### config.mk
export PLATFORM = sky130hd
export DESIGN_NAME = c22s_fifo
export DESIGN_NICKNAME = d
export VERILOG_FILES = /design/src/rtl/c22s_pkg.sv /design/src/rtl/c22s_fifo.sv
export SDC_FILE = /design/constraint.sdc
export NUM_CORES = 1
export LEC_CHECK = 0
export ABC_AREA = 1
export BUFFER_PORTS_ARGS = -buffer_cell sky130_fd_sc_hd__buf_2
export CAP_MARGIN = 20
export CORE_MARGIN = 4
export CORE_UTILIZATION = 29
export DETAILED_ROUTE_END_ITERATION = 8
export GPL_TIMING_DRIVEN = 0
export PLACE_DENSITY = 0.5
export SYNTH_ARGS = -nofsm -noshare
export SYNTH_HDL_FRONTEND = slang
export SYNTH_SLANG_ARGS = --single-unit
### constraint.sdc
create_clock -name clk -period 26.7 [get_ports clk]
set_input_delay 2.67 -clock clk [delete_from_list [all_inputs] [get_ports clk]]
set_output_delay 2.67 -clock clk [all_outputs]
set_load 0.03 [all_outputs]
### src/rtl/c22s_pkg.sv
// Shared types, widths, status codes and helper functions for the 2x2 complex solver.
`timescale 1ns / 1ps
package c22s_pkg;

  localparam int IN_W      = 16;
  localparam int PROD_W    = 2 * IN_W;
  localparam int CW        = PROD_W + 2;
  localparam int SQ_W      = 2 * CW;
  localparam int NUM_W     = SQ_W + 1;
  localparam int DEN_W     = SQ_W;
  localparam int OUT_W     = 32;
  localparam int OUT_FRAC  = 16;
  localparam int QBITS     = OUT_W;
  localparam int DIV_LAT   = QBITS + 2;
  localparam int FIFO_DEPTH_DEF = 4;

  localparam logic [1:0] ST_UNIQUE   = 2'd0;
  localparam logic [1:0] ST_INFINITE = 2'd1;
  localparam logic [1:0] ST_NONE     = 2'd2;

  typedef struct packed {
    logic signed [PROD_W-1:0] rr;
    logic signed [PROD_W-1:0] ii;
    logic signed [PROD_W-1:0] ri;
    logic signed [PROD_W-1:0] ir;
  } cprod_t;

  // word handed from front to back through the queue
  typedef struct packed {
    logic signed [CW-1:0] det_re;
    logic signed [CW-1:0] det_im;
    logic signed [CW-1:0] nx_re;
    logic signed [CW-1:0] nx_im;
    logic signed [CW-1:0] ny_re;
    logic signed [CW-1:0] ny_im;
    logic [1:0]           status;
  } fe_word_t;

  function automatic cprod_t cmul_terms(input logic signed [IN_W-1:0] pr,
                                        input logic signed [IN_W-1:0] pi,
                                        input logic signed [IN_W-1:0] qr,
                                        input logic signed [IN_W-1:0] qi);
    cprod_t p;
    p.rr = PROD_W'(pr * qr);
    p.ii = PROD_W'(pi * qi);
    p.ri = PROD_W'(pr * qi);
    p.ir = PROD_W'(pi * qr);
    return p;
  endfunction

  function automatic logic signed [CW-1:0] ext_cw(input logic signed [PROD_W-1:0] v);
    return {{(CW-PROD_W){v[PROD_W-1]}}, v};
  endfunction

  function automatic logic signed [CW-1:0] cre(input cprod_t p);
    return ext_cw(p.rr) - ext_cw(p.ii);
  endfunction

  function automatic logic signed [CW-1:0] cim(input cprod_t p);
    return ext_cw(p.ri) + ext_cw(p.ir);
  endfunction

  function automatic logic signed [NUM_W-1:0] ext_num(input logic signed [SQ_W-1:0] v);
    return {v[SQ_W-1], v};
  endfunction

endpackage

### src/rtl/c22s_fifo.sv
// Short queue between the front end and the divider back end.
`timescale 1ns / 1ps
module c22s_fifo #(
  parameter int DEPTH = c22s_pkg::FIFO_DEPTH_DEF
) (
  input  logic               clk,
  input  logic               rst,
  input  logic               push_valid,
  output logic               push_ready,
  input  c22s_pkg::fe_word_t push_word,
  output logic               pop_valid,
  input  logic               pop_ready,
  output c22s_pkg::fe_word_t pop_word
);
  import c22s_pkg::*;

  localparam int PW = (DEPTH > 1) ? $clog2(DEPTH) : 1;
  localparam int CNTW = $clog2(DEPTH + 1);

  fe_word_t          mem [DEPTH];
  logic [PW-1:0]     wr_ptr;
  logic [PW-1:0]     rd_ptr;
  logic [CNTW-1:0]   count;
  logic              push;
  logic              pop;

  assign push_ready = (count != CNTW'(DEPTH));
  assign pop_valid  = (count != '0);
  assign push       = push_valid && push_ready;
  assign pop        = pop_valid && pop_ready;
  assign pop_word   = mem[rd_ptr];

  always_ff @(posedge clk) begin
    if (push) mem[wr_ptr] <= push_word;
  end

  always_ff @(posedge clk) begin
    if (rst) begin
      wr_ptr <= '0;
      rd_ptr <= '0;
      count  <= '0;
    end else begin
      if (push) wr_ptr <= (wr_ptr == PW'(DEPTH - 1)) ? '0 : wr_ptr + 1'b1;
      if (pop)  rd_ptr <= (rd_ptr == PW'(DEPTH - 1)) ? '0 : rd_ptr + 1'b1;
      if (push && !pop)      count <= count + 1'b1;
      else if (pop && !push) count <= count - 1'b1;
    end
  end

  a_count_range: assert property (@(posedge clk) disable iff (rst)
    count <= CNTW'(DEPTH)) else $error("queue fill above depth");
  a_push_only: assert property (@(posedge clk) disable iff (rst)
    push && !pop |=> count == $past(count) + 1'b1) else $error("push lost");
  a_pop_only: assert property (@(posedge clk) disable iff (rst)
    pop && !push |=> count == $past(count) - 1'b1) else $error("pop lost");

endmodule

==> flow_summary.json, run 1 <==
{
  "cts.sinks": 833,
  "worstPathRequired_ns": 24.03,
  "grt_setup_unrepaired": "false",
  "power_mw": 4.39,
  "die_w_um": 335,
  "cts_buffer_depth": 3,
  "place.gp.congestion": 0.753,
  "io_buffers": 417,
  "finalSetupViolations": 0,
  "root_buffer": "clkbuf_16",
  "min_from": "rd_ptr[1]",
  "hold_viol": 0,
  "insertion_delay_ns": 0.66,
  "r2r_end": "mem[2][130]",
  "post-cts-setup-buffer-count": 0,
  "grt_start_max_net_pins": 27,
  "hp-class": "reg2reg",
  "layout_common_cells": "824 x edfxtp_1, 441 x buf_2, 423 x nor2_1",
  "r2r_start": "count[0]",
  "grt-ovfl-total": 0,
  "io_pins": 418,
  "fin_nets": 2825,
  "n_fill_cell": 10043,
  "setup_tns_ns": 0,
  "worst_pin_slew_ns": 0.930,
  "vdd_ir_drop_max_v": 0.0000701,
  "power_density_mw_per_mm2": 113,
  "pre_cts_ws_ns": 21.25,
  "path_clk_slew_ns": 0.06,
  "grt_pass1_wl_um": 131000,
  "fin_crit_sh": 0.226,
  "cts_hold_buf": 0,
  "start_kind": "register",
  "drive_gt1_frac": 0.248,
  "drv_slew": 0,
  "post-route-drc-count": 0,
  "cp-end-kind": "primary output",
  "hpwl_um": 61100,
  "grt_pass1_vias": 19728,
  "start_util": 0.293,
  "fin_skew_ns": 0.0299,
  "slew_headroom": 0.378,
  "ys_ff_latch": 833,
  "status": "finished clean",
  "drtPass1Iterations": 5,
  "critPathKind": "reg2out",
  "totalWireLength_um": 91200,
  "p_leak_nw": 13.4,
  "post-place-cells": 3906,
  "routed_via_density": 4.78,
  "core-area_sq_mm": 0.106,
  "timing.max_cap.violations": 0,
  "setup_slack_ns": 20.67,
  "final_area_sq_mm": 0.0388,
  "r2r_cells": 8,
  "cts_tree": "yes",
  "arrival_ns": 3.36,
  "yosysSeqAreaShare": 0.803,
  "fin_cells": 4091,
  "drt_iter0_drc": 1334,
  "layout_commonest_cell": "edfxtp_1",
  "cts_max_level": 3,
  "yosysUniqueCellTypes": 22,
  "syn_inst": 2061,
  "fmax_mhz": 166,
  "synth_warnings": 0,
  "num_vias": 19564,
  "syn_area_sq_mm": 0.0310,
  "fp.dieArea_sq_mm": 0.112,
  "postRouteAntennaNets": 0,
  "rows": 119,
  "cts_buffers": 91,
  "min_path_cells": 2,
  "grt_usage": 0.156,
  "route.detailed.wl_per_inst_um": 22.3,
  "postSynthAreaPerCell_sq_um": 15.1,
  "finalCriticalPeriod_ns": 6.03,
  "antenna_found_initial": 29,
  "cts_resized": 0,
  "worstHoldEndpoint": "rd_ptr[1]",
  "reg2reg_slack_ns": 23.69,
  "syn-num-nets": 2278,
  "syn2layout_area_growth_pct": 24.9,
  "crit_fanout": 10,
  "die-height_um": 335,
  "placed_area_sq_mm": 0.0357
}
cell families (layout without fill, tap and decap cells):
| group | count (synthesis) | after routing | share of synthesized area |
|---|---|---|---|
| DFF | 833 | 833 | 0.803 |
| other | 0 | 18 | 0 |
| xor gates and xnor gates | 1 | 1 | 0.000282 |
| adders and majority gates | 7 | 7 | 0.00307 |
| and+or+nand+nor | 446 | 446 | 0.0544 |
| AOI/OAI and AO/OA | 622 | 622 | 0.109 |
| buffers and inverters | 152 | 773 | 0.0302 |
worst max-delay path: stages (launching register included):
cell	delay, ns
dfxtp_1	0.32
buf_6	0.17
buf_4	0.29
clkbuf_1	0.63
o21ai_0	0.20
o22ai_1	0.73
buf_2	0.34
power breakdown:
part	switching (mW)	internal (mW)
Sequential	0.0287	1.59
Clock	0.501	0.766
Combinational	1.12	0.390
metrics by stage:
stage          utilization  hold slack, ns
6_report             0.367           0.541
3_5_place_dp         0.337           0.522
4_1_cts              0.366           0.541
2_1_floorplan            -           0.483
3_3_place_gp         0.330           0.514
5_1_grt              0.366           0.584
per-layer routing:
layer,up-vias,GRT usage,part of all wire
met1,9822,0.198,0.41
met4,12,0.0495,0.028
met3,156,0.0422,0.071
met5,-,0,0.00085
li1,8972,-,-
met2,602,0.262,0.49
final cells by class:
cell class	count	area [sq um]	area share
clock buffer	105	2350	0.0607
clock inverter	62	688	0.0178
inverter	16	68.8	0.00178
antenna	18	45.0	0.00116
sequential	833	24900	0.643
timing repair buffer	454	2880	0.0743
multi-input combinational	1076	5190	0.134
buffer	136	868	0.0224
tap	1391	1740	0.0449
registers in the layout (all words and copies together) (netlist names), named ones only:
signal,flops
wr_ptr,2
rd_ptr,2
count,3
mem,824
how the worst max path moves through the flow:
stage / to / slack [ns] / cells after the start
after floorplan: mem[0][0] / 14.58 / 2
after global placement: mem[3][106] / 5.79 / 3
after detailed placement: pop_word[134] / 21.25 / 6
after CTS: pop_word[134] / 20.50 / 6
after global routing: pop_word[134] / 20.46 / 6
final: pop_word[134] / 20.67 / 6
cells in the mapped netlist:
library cell / n / area, sq um
nor2_1: 427 / 1600
dfxtp_1: 9 / 180
buf_4: 15 / 113
ha_1: 6 / 75.1
nand4_1: 1 / 6.26
edfxtp_1: 824 / 24700
a21oi_1: 3 / 15.0
nand3b_1: 2 / 15.0
xor2_1: 1 / 8.76
clkbuf_2: 1 / 5.00
clkinv_2: 1 / 5.00
nand3_1: 2 / 10.0
o21ai_1: 48 / 240
o21ai_0: 365 / 1830
o22ai_1: 206 / 1290
clkbuf_1: 60 / 225
fa_1: 1 / 20.0
inv_8: 1 / 11.3
nand2_1: 14 / 52.6
buf_2: 24 / 120
buf_6: 36 / 405
inv_1: 14 / 52.6
No activity file was read; power rests on OpenSTA's default activity.
==> run 2: changes to the inputs <==
Clock period 26.7 ns to 5.87 ns, I/O delays scaled along.
==> flow_summary.json, run 2 (synthesized netlist as in run 1, its figures left out) <==
{
  "status": "finished clean",
  "fmax_mhz": 251,
  "slew_headroom": 0.382,
  "critPathKind": "reg2out",
  "p_int_mw": 12.5,
  "crit_fanout": 10,
  "setup_slack_ns": 1.89,
  "power_density_mw_per_mm2": 516,
  "drive_gt1_frac": 0.251,
  "rows": 119,
  "post-route-drc-count": 0,
  "p_clk_frac": 0.291,
  "die_w_um": 335,
  "num_vias": 19599,
  "grt_start_max_net_pins": 27,
  "path_clk_slew_ns": 0.06,
  "n_fill_cell": 10093,
  "drt_iter0_drc": 1327,
  "reg_top3": "mem: 824 flops, count: 3 flops",
  "die-height_um": 335,
  "route.detailed.wl_per_inst_um": 22.3,
  "cts_hold_buf": 0,
  "largest_register": "mem",
  "fin_nets": 2825,
  "p_switching_mw": 7.51,
  "antenna_found_initial": 27,
  "pre_cts_ws_ns": 2.50,
  "cts.sinks": 833,
  "finalSetupViolations": 0,
  "r2r_cells": 9,
  "start_util": 0.293,
  "grt_pass1_wl_um": 131000,
  "routed_via_density": 4.79,
  "power_frac_comb": 0.341,
  "root_buffer": "clkbuf_16",
  "cts_buffers": 92,
  "p_leak_nw": 13.4,
  "drv_slew": 0,
  "place.gp.congestion": 0.753,
  "fin_crit_sh": 0.678,
  "postRouteAntennaNets": 0,
  "p_sw_frac": 0.375,
  "post-place-cells": 3905,
  "setup_tns_ns": 0,
  "cts_buffer_depth": 3,
  "fp.dieArea_sq_mm": 0.112,
  "drtPass1Iterations": 5,
  "grt_setup_unrepaired": "false",
  "fin_skew_ns": 0.0256,
  "hpwl_um": 61000,
  "timing.max_cap.violations": 0,
  "grt-ovfl-total": 0,
  "totalWireLength_um": 91400,
  "cp-end-kind": "primary output",
  "arrival_ns": 3.39,
  "io_pins": 418,
  "worst_pin_slew_ns": 0.925,
  "hold_viol": 0,
  "grt_pass1_vias": 19817,
  "vdd_ir_drop_max_v": 0.000354,
  "grt_usage": 0.158,
  "finalCriticalPeriod_ns": 3.98,
  "p_seq_frac": 0.368,
  "layout_commonest_cell": "edfxtp_1",
  "largest_reg_flops": 824,
  "hold-worst-slack_ns": 0.123,
  "min_path_cells": 2,
  "cts_tree": "yes",
  "worstPathRequired_ns": 5.28,
  "hp-class": "in2reg",
  "cts_max_level": 3,
  "cts_resized": 0,
  "core-area_sq_mm": 0.106,
  "insertion_delay_ns": 0.66,
  "post-cts-setup-buffer-count": 0,
  "fin_cells": 4092,
  "layout_common_cells": "824 x edfxtp_1, 441 x buf_2, 423 x nor2_1",
  "start_kind": "register",
  "io_buffers": 417,
  "syn2layout_area_growth_pct": 25.0,
  "final_util": 0.367
}
## run 2: cell types whose count changed in the layout (fill, tap and decap cells not counted), moves of 2 or more
cell / previous run / this run
inv_6: 3 / 1
buf_12: 30 / 28
clkinv_8: 3 / 1
clkbuf_16: 92 / 94
inv_16: 0 / 2
clkinv_1: 25 / 16
clkinv_2: 13 / 22
clkbuf_1: 73 / 75
## run 2: layout make-up
cell class | instances | area [sq um] | share of cell area
plain buffers | 136 | 868 | 0.0224
multi-input cells | 1076 | 5190 | 0.134
well taps | 1391 | 1740 | 0.0449
repair buffers | 453 | 2870 | 0.0739
diodes | 18 | 45.0 | 0.00116
clock inverters | 60 | 669 | 0.0173
clock buffers | 109 | 2410 | 0.0621
flip-flops and latches | 833 | 24900 | 0.643
inverters | 16 | 68.8 | 0.00177
## run 2: path summary, 6_finish.rpt
path	to	from	slack, ns
worst min register to register	count[1]	count[1]	0.53
worst max register to register	mem[0][135]	count[0]	2.61
worst min-delay path	count[0]	rst	0.12
worst max-delay path	pop_word[142]	register	1.89
## run 2: critical path: stages, from the launching register on
cell and delay, ns:
dfxtp_1 0.29, buf_4 0.21, clkinv_2 0.25, buf_6 0.27, clkbuf_1 0.50, o21ai_0 0.18, o22ai_1 0.68, buf_2 0.33
## run 2: per-layer routing
metal	vias to the layer above	share of wire	GRT usage
met4	12	0.027	0.0491
met3	155	0.068	0.0395
met2	594	0.49	0.265
met5	-	0.00082	0
met1	9870	0.41	0.202
li1	8968	-	-
## run 2: per-stage QoR
stage / cell area, sq um / power [mW]
after floorplan: 31000 / 11.7
after global placement: 34900 / 14.4
after detailed placement: 35700 / 14.4
after CTS: 38700 / 20.3
after global routing: 38800 / 21.0
final: 38800 / 20.0
## run 2: power by group through the flow
stage,Sequential (mW),Clock (mW),Combinational [mW]
after floorplan,7.58,0,4.15
after global placement,7.73,0,6.68
after detailed placement,7.49,0,6.95
after CTS,7.37,5.98,6.97
after global routing,7.41,6.24,7.32
final,7.37,5.83,6.84
